### config.mk
export PLATFORM = sky130hd
export DESIGN_NAME = rhsi_div_cell
export DESIGN_NICKNAME = d
export VERILOG_FILES = /design/src/sv/rhsi_pkg.sv /design/src/sv/rhsi_div_cell.sv
export SDC_FILE = /design/constraint.sdc
export NUM_CORES = 1
export LEC_CHECK = 0
export ABC_AREA = 1
export BUFFER_PORTS_ARGS = -buffer_cell sky130_fd_sc_hd__buf_2
export CAP_MARGIN = 20
export CELL_PAD_IN_SITES_DETAIL_PLACEMENT = 0
export CELL_PAD_IN_SITES_GLOBAL_PLACEMENT = 1
export CORE_ASPECT_RATIO = 1.25
export CORE_UTILIZATION = 37
export CTS_CLUSTER_DIAMETER = 120
export DETAILED_ROUTE_END_ITERATION = 7
export PLACE_DENSITY = 0.95
export SYNTH_ARGS = -nofsm -noshare
export SYNTH_HDL_FRONTEND = slang
export SYNTH_SLANG_ARGS = --single-unit
### constraint.sdc
create_clock -name i_clk -period 7.4 [get_ports i_clk]
set_input_delay 1.48 -clock i_clk [delete_from_list [all_inputs] [get_ports i_clk]]
set_output_delay 1.48 -clock i_clk [all_outputs]
set_load 0.02 [all_outputs]
### src/sv/rhsi_pkg.sv
// ----------------------------------------------------------------------------
// rhsi_pkg: shared types and constants for the rgb to hsi converter
// request items travelling through the divider and hue cell chain
// ----------------------------------------------------------------------------
`default_nettype none

package rhsi_pkg;

    localparam int CH_W      = 8;
    localparam int SUM_W     = 10;
    localparam int NUM_W     = 18;
    localparam int NSQ_W     = 18;
    localparam int DEN_W     = 17;
    localparam int DIV_STEPS = 8;
    localparam int HUE_STEPS = 127;
    localparam int CNT_W     = $clog2(HUE_STEPS + 1);
    localparam int HUE_MAX   = 254;
    localparam int INV3_MUL  = 683;
    localparam int INV3_SH   = 11;
    localparam int SAT_SCALE = 255;

    localparam longint Q30_ONE = 64'sd1073741824;
    localparam longint ROT_C   = 64'sd1073415892;
    localparam longint ROT_S   = 64'sd26454260;

    // request in the divider chain
    typedef struct packed {
        logic               valid;
        logic               black;
        logic               bgt;
        logic               n_pos;
        logic               n_zero;
        logic [NSQ_W-1:0]   nsq;
        logic [DEN_W-1:0]   den;
        logic [SUM_W-1:0]   sum;
        logic [NUM_W-1:0]   rem;
        logic [CH_W-1:0]    quo;
        logic [CH_W-1:0]    inten;
    } t_div_item;

    // request in the hue cell chain
    typedef struct packed {
        logic               valid;
        logic               bgt;
        logic               n_pos;
        logic               n_zero;
        logic [NSQ_W-1:0]   nsq;
        logic [DEN_W-1:0]   den;
        logic [CNT_W-1:0]   cnt;
        logic [CH_W-1:0]    sat;
        logic [CH_W-1:0]    inten;
    } t_hue_item;

    function automatic longint rhsi_round_shift(input longint v, input int sh);
        longint m;
        m = (v < 0) ? -v : v;
        m = (m + (64'sd1 <<< (sh - 1))) >>> sh;
        return (v < 0) ? -m : m;
    endfunction

    // q2.20 cosine threshold for step k, built by repeated q30 rotation
    function automatic longint rhsi_thresh(input int k);
        longint c;
        longint s;
        longint nc;
        longint ns;
        c = Q30_ONE;
        s = 64'sd0;
        for (int i = 1; i <= k; i++) begin
            nc = rhsi_round_shift(c * ROT_C - s * ROT_S, 30);
            ns = rhsi_round_shift(s * ROT_C + c * ROT_S, 30);
            c  = nc;
            s  = ns;
        end
        return rhsi_round_shift(c, 10);
    endfunction

endpackage

`default_nettype wire

### src/sv/rhsi_div_cell.sv
// ----------------------------------------------------------------------------
// rhsi_div_cell: one restoring division step
// settles one saturation quotient bit per cell
// ----------------------------------------------------------------------------
`default_nettype none

module rhsi_div_cell #(
    parameter int BIT = 7
) (
    input  wire logic           i_clk,
    input  wire logic           i_rst_n,
    input  wire logic           i_en,
    input  rhsi_pkg::t_div_item i_item,
    output rhsi_pkg::t_div_item o_item
);
    import rhsi_pkg::*;

    t_div_item r_item;
    t_div_item n_item;
    logic [NUM_W-1:0] w_dsh;

    always_comb begin
        w_dsh  = NUM_W'(i_item.sum) << BIT;
        n_item = i_item;
        if (i_item.rem >= w_dsh) begin
            n_item.rem      = i_item.rem - w_dsh;
            n_item.quo[BIT] = 1'b1;
        end
    end

    always_ff @(posedge i_clk) begin
        if (!i_rst_n) begin
            r_item.valid <= 1'b0;
        end else if (i_en) begin
            r_item <= n_item;
        end
    end

    assign o_item = r_item;

endmodule

`default_nettype wire

# After elaboration in Yosys (flattened, before gate mapping)
# Cells that the tools add are included.
[word_totals] elab_cells=16 reg_bits=84 output_inout_bits=84
[op_classes] n_lt_le_gt_ge=1 n_reduce_logical=1 addsub=1 muxes=1
[op_table] operator="19-bit two-way mux" n=1
[op_table] operator="18-bit by 17-bit greater-or-equal comparator with 1-bit output" n=1
[op_table] operator="18-bit by 17-bit subtractor with 18-bit output" n=1
[op_table] operator="2-bit AND reduction" n=1

# Longest topological paths before layout
[logic_depth] word_depth=2 depth_mapped=12 depth_no_buf=12

# Least setup slack after synthesis
# No wires, ideal clock.
[synth_path] kind="input to register" startpoint="input port i_rst_n" endpoint="register r_item, in the netlist o_item[0] (enable)" setup_slack_ps=3839 setup_time_ps=437 cell_stages=2 arrival_ps=3124 cell_sequence="nand2_1 > inv_1"
[synth_between] elab_chain_cells=1
[synth_rtl] element="start, declared" line_no="rhsi_div_cell.sv:11" rtl="input wire logic i_rst_n,"
[synth_rtl] element="2-bit AND reduction (no source line)"
[synth_rtl] element="end signal, assigned" line_no="rhsi_div_cell.sv:35" rtl="r_item <= n_item;"
[synth_rtl] element="end, declared" line_no="rhsi_div_cell.sv:18" rtl="t_div_item r_item;"
# Every way passes these cells.
# A chain may end at the register's enable or synchronous reset.

# Final worst setup path
[layout_path] startpoint="input port i_item[40] (netlist bit)" endpoint="register r_item, in the netlist o_item[15], data pin"
[layout_between] elab_chain_cells=1
[layout_rtl] element="start, declared" line_no="rhsi_div_cell.sv:13" rtl="input rhsi_pkg::t_div_item i_item,"
[layout_rtl] element="18-bit by 17-bit greater-or-equal comparator with 1-bit output" line_no="rhsi_div_cell.sv:25" rtl="if (i_item.rem >= w_dsh) begin"
# Every way passes these cells.

==> results.py <==
metrics = {
    "timing": {
        "timing.hold.ws_ps": 574,
        "maxSlewHeadroom": 0.406,
        "timing.final.crit_share": 0.399,
        "fmax_mhz": 338,
        "tns_ps": 0,
        "skew_ps": 0,
        "worst_slack_ps": 4440,
        "setup_viol": 0,
        "period_minus_slack_ps": 2960,
        "finalHoldViolations": 0,
        "drv_slew": 0,
        "rsz0062_at_grt": "false",
        "tightest_slew_ps": 891,
    },
    "outcome": {
        "status": "finished, final reports clean",
    },
    "cts": {
        "path_clk_slew_ps": 80,
        "cts_buffers": 9,
        "clock_latency_ps": 350,
        "post_cts_buffers": 0,
        "post_cts_resized": 0,
        "tritoncts": "done",
        "cts_root_buf": "clkbuf_8",
        "cts_buffer_depth": 2,
        "cts.sink_count": 84,
        "cts-hold-fix-buffers": 0,
        "h-tree-depth": 3,
    },
    "synthesis": {
        "ys_types": 23,
        "ys_ff_latch": 84,
        "syn_area_um2": 3410,
        "ys_top_cells_by_area": "edfxtp_1, nand2_1, ha_1",
        "ys_seq_area_frac": 0.737,
        "synth_top_cell_by_area": "edfxtp_1",
        "synth_cells": 261,
        "synth_warnings": 0,
        "syn_nets": 359,
        "avgSynthCellArea_um2": 13.1,
        "yosysTopAreaCellShare": 0.732,
    },
    "finish": {
        "drive_above_1_share": 0.439,
        "final_cell_count_no_fill": 566,
        "area_growth_pct": 34.6,
        "largest_register_ffs": 84,
        "layout.nets": 539,
        "diodes": 0,
    },
    "critical_path": {
        "cp_max_fo": 11,
        "required_ps": 7510,
        "path_cells": "buf_2, inv_1, ha_1, nand2_1, inv_1, nand2_1, nand2_1, a21oi_1, nand3_2, or2_1",
        "timing.critical_path.arrival_ps": 3060,
        "cp_num_buf_inv": 3,
        "cpPeakStageDelay_ps": 340,
        "cpLargestDelayFamily": "simple AND/OR/NAND/NOR gates",
        "crit_top_cell": "nand2_1",
        "start_kind": "input pin",
        "end_kind": "register",
        "cp_slowest_cell": "ha_1",
        "worstSetupPathType": "in -> reg",
    },
    "placement": {
        "io_buffers": 170,
        "dp_cells": 550,
        "place_ws_ps": 4090,
        "gp_congestion": 0.893,
        "post-dp-hpwl_mm": 7.01,
    },
    "power_and_ir_drop": {
        "max-vdd-ir-drop_v": 0.0000896,
        "p_leak_nw": 2.17,
        "seqPwrFrac": 0.533,
        "combPwrFrac": 0.168,
        "powerDensity_nw_per_um2": 234,
        "clock_power_share": 0.299,
        "intPower_w": 0.000781,
        "p_sw_w": 0.000289,
        "total_power_w": 0.00107,
        "p_sw_frac": 0.270,
    },
    "floorplanning": {
        "num_io_pins": 171,
        "die_h_um": 109,
        "die_width_um": 87.8,
        "die_area_um2": 9600,
        "rows": 38,
        "start_util": 0.387,
        "core_area_um2": 8800,
    },
    "drt": {
        "drtIter0Drc": 145,
        "wl_met2_mm": 4.18,
        "highest_layer": "met4",
        "route.detailed.drc": 0,
        "routed-wl-met3_mm": 1.37,
        "finalWirelength_mm": 8.99,
        "vias": 2562,
        "drtPass1Iterations": 4,
        "routed_via_density": 4.53,
        "wl_met1_mm": 3.27,
        "wl_per_cell_um": 15.9,
        "ant_nets": 0,
    },
    "global_routing": {
        "grt_first_pass_wirelength_mm": 12.7,
        "antenna_found_initial": 0,
        "grt_pass1_vias": 2531,
        "overflow": 0,
        "track_usage": 0.190,
        "grt_max_degree": 74,
    },
    "run": {
        "max-cap-violations": 0,
    },
    "worst_hold_path": {
        "hold_class": "reg -> reg",
    },
}
==> synthesized netlist by cell type <==
master    instances
a21oi_1           5
a21oi_2           1
and2_4            1
buf_6             2
clkinv_1          1
dfxtp_1           1
edfxtp_1         83
fa_1              1
ha_1             10
inv_1            32
inv_2             2
nand2_1          79
nand2_4           1
nand3_1          15
nand3_2           1
nand3b_4          1
nand4_1           2
nor2_1           11
nor2_2            4
o21ai_0           1
or2_1             2
xnor2_1           1
xor2_1            4
==> stage by stage <==
step / utilization / area [um^2]
2_1_floorplan: - / 3410
3_3_place_gp: 0.500 / 4390
3_5_place_dp: 0.500 / 4390
4_1_cts: 0.521 / 4580
5_1_grt: 0.521 / 4580
6_report: 0.521 / 4580
==> tightest hold or removal path: stages (launching register included) <==
cell     delay (ps)
dfxtp_1         320
o21ai_0         160
a21oi_1          50
==> power by group through the flow <==
stage	clock [W]	sequential [W]	combinational, W
floorplan	0	0.000627	0.0000626
global placement	0	0.000581	0.000177
detailed placement	0	0.000582	0.000180
CTS	0.000329	0.000572	0.000181
global route	0.000347	0.000575	0.000198
finish	0.000320	0.000571	0.000180
==> cell type report <==
cell class / instances / area (um^2)
Clock buffer: 10 / 128
Clock inverter: 6 / 62.6
Fill cell: 774 / 4210
Inverter: 35 / 133
Multi-Input combinational cell: 140 / 741
Sequential cell: 84 / 2510
Tap cell: 120 / 150
Timing Repair Buffer: 171 / 858
==> cells in the final DEF, fill, tap and decap left out <==
| cell | count |
|---|---|
| inv_2 | 2 |
| nand3_1 | 15 |
| o21ai_0 | 1 |
| xor2_1 | 4 |
| clkinv_1 | 3 |
| a21oi_1 | 5 |
| bufinv_16 | 1 |
| nand2_4 | 1 |
| nor2_1 | 11 |
| and2_4 | 1 |
| nand3b_4 | 1 |
| or2_1 | 2 |
| nand3_2 | 1 |
| nor2_2 | 4 |
| clkinv_2 | 1 |
| dfxtp_1 | 1 |
| clkbuf_8 | 9 |
| edfxtp_1 | 83 |
| buf_2 | 170 |
| fa_1 | 1 |
| nand4_1 | 2 |
| inv_1 | 31 |
| nand2_1 | 79 |
| ha_1 | 10 |
| xnor2_1 | 1 |
| inv_6 | 2 |
| buf_4 | 1 |
| clkbuf_1 | 1 |
| clkinvlp_4 | 1 |
| a21oi_2 | 1 |
==> metal layers <==
layer	GRT usage	vias up
met5	0	-
met4	0.0831	0
met3	0.116	13
met2	0.307	133
met1	0.195	1180
li1	-	1236
==> cell families after synthesis <==
family                     Yosys count  synth area share
adders and majority gates           11            0.0426
DFF                                 84             0.737
and+or+nand+nor                    117             0.151
AOI/OAI and AO/OA                    7            0.0114
xor gates and xnor gates             5            0.0129
buffers and inverters               37            0.0452
==> path summary, 6_finish.rpt <==
check,startpoint,to,slack (ps),depth (start not counted)
worst max-delay path,i_item[40],o_item[15],4440,10
worst min-delay path,o_item[83],o_item[83],570,2
worst max register to register,o_item[83],o_item[83],6750,2
worst min register to register,o_item[83],o_item[83],570,2
Power figures use the tool's default switching activity.
