### config.mk
export PLATFORM = sky130hd
export DESIGN_NAME = rhsi_hue_cell
export DESIGN_NICKNAME = d
export VERILOG_FILES = /design/src/sv/rhsi_pkg.sv /design/src/sv/rhsi_hue_cell.sv
export SDC_FILE = /design/constraint.sdc
export NUM_CORES = 1
export LEC_CHECK = 0
export BUFFER_PORTS_ARGS = -buffer_cell sky130_fd_sc_hd__clkbuf_2
export CAP_MARGIN = 20
export CORE_MARGIN = 2
export CORE_UTILIZATION = 40
export CTS_CLUSTER_DIAMETER = 200
export DETAILED_ROUTE_END_ITERATION = 10
export MAX_ROUTING_LAYER = met4
export PLACE_DENSITY = 0.69
export SYNTH_ARGS = -nofsm -noshare
export SYNTH_HDL_FRONTEND = slang
export SYNTH_SLANG_ARGS = --single-unit
### constraint.sdc
create_clock -name i_clk -period 10.2 [get_ports i_clk]
set_input_delay 1.02 -clock i_clk [delete_from_list [all_inputs] [get_ports i_clk]]
set_output_delay 1.02 -clock i_clk [all_outputs]
set_load 0.02 [all_outputs]
### src/sv/rhsi_pkg.sv
// ----------------------------------------------------------------------------
// rhsi_pkg: shared types and constants for the rgb to hsi converter
// request items travelling through the divider and hue cell chain
// ----------------------------------------------------------------------------
`default_nettype none

package rhsi_pkg;

    localparam int CH_W      = 8;
    localparam int SUM_W     = 10;
    localparam int NUM_W     = 18;
    localparam int NSQ_W     = 18;
    localparam int DEN_W     = 17;
    localparam int DIV_STEPS = 8;
    localparam int HUE_STEPS = 127;
    localparam int CNT_W     = $clog2(HUE_STEPS + 1);
    localparam int HUE_MAX   = 254;
    localparam int INV3_MUL  = 683;
    localparam int INV3_SH   = 11;
    localparam int SAT_SCALE = 255;

    localparam longint Q30_ONE = 64'sd1073741824;
    localparam longint ROT_C   = 64'sd1073415892;
    localparam longint ROT_S   = 64'sd26454260;

    // request in the divider chain
    typedef struct packed {
        logic               valid;
        logic               black;
        logic               bgt;
        logic               n_pos;
        logic               n_zero;
        logic [NSQ_W-1:0]   nsq;
        logic [DEN_W-1:0]   den;
        logic [SUM_W-1:0]   sum;
        logic [NUM_W-1:0]   rem;
        logic [CH_W-1:0]    quo;
        logic [CH_W-1:0]    inten;
    } t_div_item;

    // request in the hue cell chain
    typedef struct packed {
        logic               valid;
        logic               bgt;
        logic               n_pos;
        logic               n_zero;
        logic [NSQ_W-1:0]   nsq;
        logic [DEN_W-1:0]   den;
        logic [CNT_W-1:0]   cnt;
        logic [CH_W-1:0]    sat;
        logic [CH_W-1:0]    inten;
    } t_hue_item;

    function automatic longint rhsi_round_shift(input longint v, input int sh);
        longint m;
        m = (v < 0) ? -v : v;
        m = (m + (64'sd1 <<< (sh - 1))) >>> sh;
        return (v < 0) ? -m : m;
    endfunction

    // q2.20 cosine threshold for step k, built by repeated q30 rotation
    function automatic longint rhsi_thresh(input int k);
        longint c;
        longint s;
        longint nc;
        longint ns;
        c = Q30_ONE;
        s = 64'sd0;
        for (int i = 1; i <= k; i++) begin
            nc = rhsi_round_shift(c * ROT_C - s * ROT_S, 30);
            ns = rhsi_round_shift(s * ROT_C + c * ROT_S, 30);
            c  = nc;
            s  = ns;
        end
        return rhsi_round_shift(c, 10);
    endfunction

endpackage

`default_nettype wire

### src/sv/rhsi_hue_cell.sv
// ----------------------------------------------------------------------------
// rhsi_hue_cell: one hue threshold cell
// compares the hue cosine with a fixed threshold and bumps the bin count
// ----------------------------------------------------------------------------
`default_nettype none

module rhsi_hue_cell #(
    parameter int K = 1
) (
    input  wire logic           i_clk,
    input  wire logic           i_rst_n,
    input  wire logic           i_en,
    input  rhsi_pkg::t_hue_item i_item,
    output rhsi_pkg::t_hue_item o_item
);
    import rhsi_pkg::*;

    localparam longint     T     = rhsi_thresh(K);
    localparam longint     TMAG  = (T < 0) ? -T : T;
    localparam logic [63:0] TSQ4 = 64'(4 * TMAG * TMAG);
    localparam int         TSGN  = (T > 0) ? 1 : ((T < 0) ? -1 : 0);

    t_hue_item   r_item;
    t_hue_item   n_item;
    logic [63:0] w_lhs;
    logic [63:0] w_rhs;
    logic [1:0]  w_nsgn;
    logic        w_lt;
    logic        w_eq;
    logic        w_inc;

    always_comb begin
        // sign codes: 0 zero, 1 positive, 2 negative
        w_nsgn = i_item.n_zero ? 2'd0 : (i_item.n_pos ? 2'd1 : 2'd2);
        w_lhs  = {6'b0, i_item.nsq, 40'b0};
        w_rhs  = TSQ4 * 64'(i_item.den);
        if (i_item.n_zero || (i_item.n_pos && TSGN != 1) || (!i_item.n_pos && TSGN != -1)) begin
            w_eq = (w_nsgn == 2'd0) && (TSGN == 0);
            case (w_nsgn)
                2'd0:    w_lt = (TSGN > 0);
                2'd1:    w_lt = 1'b0;
                default: w_lt = (TSGN != -1);
            endcase
        end else if (i_item.n_pos) begin
            w_lt = (w_lhs < w_rhs);
            w_eq = (w_lhs == w_rhs);
        end else begin
            w_lt = (w_rhs < w_lhs);
            w_eq = (w_lhs == w_rhs);
        end
        w_inc      = i_item.bgt ? w_lt : (w_lt || w_eq);
        n_item     = i_item;
        n_item.cnt = i_item.cnt + CNT_W'(w_inc);
    end

    always_ff @(posedge i_clk) begin
        if (!i_rst_n) begin
            r_item.valid <= 1'b0;
        end else if (i_en) begin
            r_item <= n_item;
        end
    end

    assign o_item = r_item;

endmodule

`default_nettype wire
Word level (Yosys, flattened, before mapping):

Cells that the tools add are included.
W data, S select, Z words.

* flip-flop bits (word level): 62
* input port bits: 65
* output and inout bits: 62
* word-level logic and storage cells: 26

* add/sub/neg operators: 1
* $mul: 1
* magnitude comparators: 2
* equality and inequality tests: 2
* mux-type cells: 7
* reductions and logical operators: 4

Operators by type and width (number)
* $lt A58 B59 Y1: 1
* $lt A59 B58 Y1: 1
* $eq A54 B55 Y1: 1
* $mul A38 B17 Y55 const A: 1
* $add A7 B1 Y7: 1
* $mux W1: 5
* $mux W2: 2
* $eq A2 B1 Y1 const B: 1
* $logic_or A1 B1 Y1: 2
* $reduce_and A2 Y1: 1
* $logic_not A1 Y1: 1

Longest topological paths before layout:

Gate-level depths: netlist of the first run.

* depth in word-level cells: 8
* depth in mapped cells: 40
* gate-level depth less buffers: 39

Worst setup path after synthesis of the first run:

Ideal clock, no wire load.

* path type: input-to-reg
* start: input port i_item[38] (netlist bit)
* end: register r_item (netlist bit o_item[22]) (data pin)
* library setup time: 0.258 ns
* data arrival time: 9.115 ns
* required time: 9.942 ns
* path slack: 0.828 ns
* stages on the path: 39
* buffers on the path: 0
* path through: inv_1 > ha_1 > xnor2_1 > ha_1 > fa_1 > inv_1 > fa_1 > inv_1 > fa_1 > inv_1 > fa_1 > inv_1 > ha_1 > a21oi_1 > o21ai_1 > a221o_1 > and2_4 > a211oi_4 > [3 not listed] > o21ai_0 > xnor2_1 > ha_1 > nand4_1 > a21oi_1 > o2111ai_1 > a2111o_1 > a2111o_1 > nor4_1 > nand4_1 > and4b_1 > mux2i_1 > nand2_1 > ha_1 > ha_1 > and3_1 > nand3_1 > xnor2_1

RTL lines
* start: declaration: RTL line rhsi_hue_cell.sv:13 `input rhsi_pkg::t_hue_item i_item,`
* end signal: assignment: RTL line rhsi_hue_cell.sv:60 `r_item <= n_item;`
* end: declaration: RTL line rhsi_hue_cell.sv:23 `t_hue_item r_item;`

==> impl_metrics.yaml, run 1 <==
synthesis:
  yosys_warnings: 0
  ys_seq_area_share_pct: 15.9
  ys.flop_type: "edfxtp_1"
  synth_cell_types: 70
  avgSynthCellArea_um2: 10.2
  yosysTopAreaCell: "fa_1"
  syn_area_um2: 11600
  synth_top_cell_area_share_pct: 29.3
  syn_inst: 1145
  async_flop_share_pct: 0
  synth_seq_cells: 62
  synth-edff-count: 61
  synthesis.nets: 1596
  yosys-top-cells-area: "fa_1 29%, ha_1 23%, edfxtp_1 16%, inv_1 10%, a21oi_1 2.3%"
timing:
  fin_skew_ps: 0
  rsz0062_at_grt: "no"
  setup_viol: 0
  period_minus_slack_ps: 9770
  final_hold_viol_count: 0
  worst_pin_slew_ps: 768
  max-slew-margin-rel_pct: 48.8
  drv_slew: 0
  min_period_over_period_pct: 95.8
  setup_tns_ps: 0
  hold_ws_ps: 527
  max_freq_mhz: 102
clock_network:
  cts_tree: "built"
  clock-root-buffer: "clkbuf_16"
  htreeDepth: 3
  cts_hold_repair.buffers: 0
  cts_setup_buffers: 0
  cts-buffers-inserted: 9
  cts.reportedPaths.clkPinSlew_ps: 50
  clk_path_buf_depth: 2
  insertion_delay_ps: 330
  clock-sinks: 62
die:
  row_count: 62
  core-area_um2: 28600
  dieHeight_um: 174
  die_x_um: 174
  ioPinCount: 127
  start_util_pct: 40.6
  dieArea_um2: 30400
run:
  maxCapViolCount: 0
setup_path:
  critical-path-max-stage-delay_ps: 530
  cp_slowest_cell: "fa_1"
  cp-start-kind: "input port"
  critical_path_class: "input port to flop"
  crit_family: "adder cells"
  crit_fanout: 3
  worstSetupEndpointType: "flop"
  cp.required_ps: 10280
  arrival_ps: 9850
  crit_buf_inv: 6
finish:
  drive_above_1_share_pct: 19.9
  area_delta_synth_final_pct: 18.2
  final_cells: 1757
  nNetsFinal: 1818
  layout_commonest_cell: "inv_1"
  largest_reg_flops: 62
  final_cell_mix: "313 x inv_1, 216 x ha_1, 169 x fa_1"
  final_area_um2: 13700
  num-fill-cells: 2647
placement:
  port-buffer-count: 126
  dpl.hpwl_um: 29300
  place_inst: 1740
  placed_area_um2: 13400
  place_congestion: 0.963
min_path:
  hold_class: "flop to flop"
route:
  wl_per_cell_um: 18.6
  drc: 0
  first_pass_iters: 5
  vias_per_cell: 5.07
  totalWireLength_um: 32700
  route.vias.total: 8909
  initialDrtViolationCount: 656
  ant_nets: 0
global_route:
  grt_pass1_vias: 9313
  grt_max_degree: 62
  grt.overflow.total: 0
  antenna_found_initial: 0
  grt_pass1_wl_um: 51400
  grt_util_all_layers_pct: 22.7
outcome:
  status: "finished, final reports clean"
-- cell usage after synthesis, types with 3 or more instances --
library cell and n:
fa_1 170, nor2_1 25, nor2b_1 14, a311oi_1 3
a31oi_1 7, a211oi_1 4, a21o_1 29, nand2_1 33
nand4_1 17, o21a_1 6, xnor2_1 25, o21bai_1 6
edfxtp_1 61, and4_1 3, clkbuf_1 11, nor4_1 6
o21ai_0 23, mux2i_1 7, nor3_1 7, a2111oi_0 3
o22ai_1 3, and3_1 4, ha_1 216, nand2b_1 3
or2_2 3, nand3_1 14, a21oi_1 53, o211ai_1 3
inv_1 313, and2_1 5, a221oi_1 4, xor2_1 17
-- area by class of cell --
type / count / area (µm²) / share of cell area (%)
clock buffers: 10 / 229 / 1.67
repair buffers: 225 / 1370 / 10.0
flip-flops and latches: 62 / 1850 / 13.5
inverters: 313 / 1170 / 8.55
diodes: 1 / 2.50 / 0.0182
well taps: 384 / 480 / 3.50
clock inverters: 6 / 38.8 / 0.282
multi-input cells: 756 / 8590 / 62.5
-- stage by stage --
stage          setup slack [ps]  utilization, %
2_1_floorplan               828               -
3_3_place_gp              -50.4            46.9
3_5_place_dp               -120            46.9
4_1_cts                     202            47.8
5_1_grt                   0.582            48.0
6_report                    431            48.0
-- layer usage --
metal  track usage, %  share of wire [%]
met4             6.62                2.5
met5                -                  0
met2             35.8                 47
met3             4.70                7.0
met1             29.6                 44
-- what timing repair did --
| action | 4_1_cts | 5_1_grt |
|---|---|---|
| endpoints found under the setup margin | 0 | 6 |
| endpoints found under the hold margin | 0 | 0 |
| resized for setup | 0 | 14 |
-- cell families (layout without fill, tap and decap cells) --
family	Yosys count	count (layout)	share of synthesized area (%)
compound gates	174	174	10.3
xor+xnor	42	42	3.17
fa+ha+maj	386	386	52.5
buf+inv	327	554	10.7
flops	62	62	15.9
mux	8	8	0.700
other cells	0	1	0
simple gates	146	146	6.65
-- worst min-delay path, delay by kind of cell, from the launching register on --
kind / cells / cell delay, ps
DFF: 1 / 330
and+or+nand+nor: 1 / 100
muxes: 1 / 70
-- worst paths after layout --
check             startpoint    endpoint  slack, ps  cells after the start
setup / recovery  i_item[25]  o_item[22]        430                     38
hold / removal    o_item[61]  o_item[61]        530                      2
setup reg to reg  o_item[61]  o_item[61]       9600                      2
hold reg to reg   o_item[61]  o_item[61]        530                      2
Power of run 1 is left out: the tool's default activity adds up to more than one toggle a clock period on the data nets, which glitch-free logic cannot reach.
==> run 2, diff against run 1 <==
--- a/config.mk
+++ b/config.mk
@@ -7,7 +7,6 @@
 export LEC_CHECK = 0
 export BUFFER_PORTS_ARGS = -buffer_cell sky130_fd_sc_hd__clkbuf_2
 export CAP_MARGIN = 20
-export CORE_MARGIN = 2
 export CORE_UTILIZATION = 40
 export CTS_CLUSTER_DIAMETER = 200
 export DETAILED_ROUTE_END_ITERATION = 10
==> run 2 against run 1 <==
Net effect: fmax fell by 0.60%; final area rose by 0.89%; hold slack improved by 22 ps; global-route usage rose by 0.82 points; clock skew did not move; clock-buffer cell count rose by 1; wire length rose by 0.45%; critical path depth fell by 1; first-iteration DRC count fell by 2.9%; via count rose by 0.93%.
==> impl_metrics.yaml, run 2 (synthesis gave the netlist of run 1 again) <==
finish:
  final_area_um2: 13900
  area_delta_synth_final_pct: 19.3
  nNetsFinal: 1832
  drive_above_1_share_pct: 20.6
  antennaDiodeCount: 0
  final_cell_mix: "313 x inv_1, 216 x ha_1, 169 x fa_1"
  layout_commonest_cell: "inv_1"
  final_cells: 1770
  largest_reg_flops: 62
clock_network:
  cts-buffers-inserted: 9
  insertion_delay_ps: 330
  cts_hold_repair.buffers: 0
  htreeDepth: 3
  cts_tree: "built"
  clk_path_buf_depth: 2
  clock-root-buffer: "clkbuf_16"
  clock-sinks: 62
  cts.reportedPaths.clkPinSlew_ps: 60
setup_path:
  reg2reg_from: "o_item[61]"
  cp_num_cells: 37
  crit_buf_inv: 5
  critical_path_class: "input port to flop"
  crit_fanout: 4
  cp_slowest_cell: "fa_2"
  cp-startpoint: "i_item[25]"
  crit_family: "adder cells"
  cp.required_ps: 10270
  endpoint: "o_item[22]"
  cp-start-kind: "input port"
  worst_path_most_repeated_cell: "fa_1"
  r2r-end: "o_item[61]"
  critical-path-max-stage-delay_ps: 670
  worstSetupEndpointType: "flop"
  regToRegSetupSlack_ps: 9590
  r2r_cells: 2
  arrival_ps: 9900
global_route:
  grt.overflow.total: 0
  grt_pass1_vias: 9366
  antenna_found_initial: 0
  grt_max_degree: 62
  grt_util_all_layers_pct: 23.6
  grt_pass1_wl_um: 50500
timing:
  final_hold_viol_count: 0
  min_period_over_period_pct: 96.4
  fin_skew_ps: 0
  rsz0062_at_grt: "no"
  worst_pin_slew_ps: 782
  period_minus_slack_ps: 9830
  setup_viol: 0
  max-slew-margin-rel_pct: 47.9
  max_freq_mhz: 102
  drv_slew: 0
die:
  dieHeight_um: 172
  ioPinCount: 127
  core-area_um2: 28600
  start_util_pct: 40.6
  row_count: 62
  dieArea_um2: 29700
  die_x_um: 172
placement:
  placed_area_um2: 13500
  dpl.hpwl_um: 29300
  place_congestion: 0.979
  port-buffer-count: 126
  place_inst: 1753
route:
  drc: 0
  first_pass_iters: 5
  wl_per_cell_um: 18.6
  initialDrtViolationCount: 637
  totalWireLength_um: 32900
  route.vias.total: 8992
  vias_per_cell: 5.08
  ant_nets: 0
outcome:
  status: "finished, final reports clean"
run:
  maxCapViolCount: 0
min_path:
  hold_class: "flop to flop"
  hold_path_depth: 2
-- run 2: cell count changes in the layout (fill, tap and decap cells not counted), moves of 2 or more --
cell     delta
o21ai_2     -2
o21ai_1     +3
buf_4      +13
nor3_1      -2
-- run 2: per-layer routing --
metal | up-vias | wire length, µm | track usage (%)
li1 | 4228 | - | -
met2 | 312 | 15400 | 37.7
met5 | - | 0 | -
met1 | 4380 | 14000 | 29.9
met3 | 72 | 2330 | 4.23
met4 | 0 | 1200 | 8.31
-- run 2: timing repair --
| item | CTS | global route |
|---|---|---|
| setup buffers | 0 | 1 |
| gates resized for setup | 0 | 16 |
| setup endpoints to repair | 0 | 6 |
-- run 2: stage by stage --
stage / worst slack, ps / hold WS, ps / utilization [%] / TNS [ps]
2_1_floorplan: 828 / 589 / - / 0
5_1_grt: 14.5 / 584 / 48.4 / 0
3_3_place_gp: -113 / 507 / 47.2 / -272
4_1_cts: 0.177 / 555 / 48.2 / 0
6_report: 372 / 549 / 48.4 / 0
3_5_place_dp: -309 / 547 / 47.2 / -1040
-- run 2: cell type report --
cell class	instances	area [µm²]
repair buffers	239	1490
clock buffers	11	233
flip-flops and latches	62	1850
multi-input cells	756	8600
clock inverters	5	35.0
inverters	313	1170
fillers	2643	14800
well taps	384	480
-- run 2: how the worst min path moves through the flow --
stage | endpoint | slack, ps | start
after floorplan | o_item[61] | 590 | o_item[61]
after global placement | o_item[61] | 510 | o_item[61]
after detailed placement | o_item[61] | 550 | o_item[61]
after CTS | o_item[61] | 560 | o_item[61]
after global routing | o_item[61] | 580 | o_item[61]
final | o_item[61] | 550 | o_item[61]
-- run 2: worst reg2reg max path, cell delays in order (launching register included) --
cell and delay [ps]:
dfxtp_1 320, mux2i_1 130, nor2b_1 60
Power of run 2 is left out for the same reason.
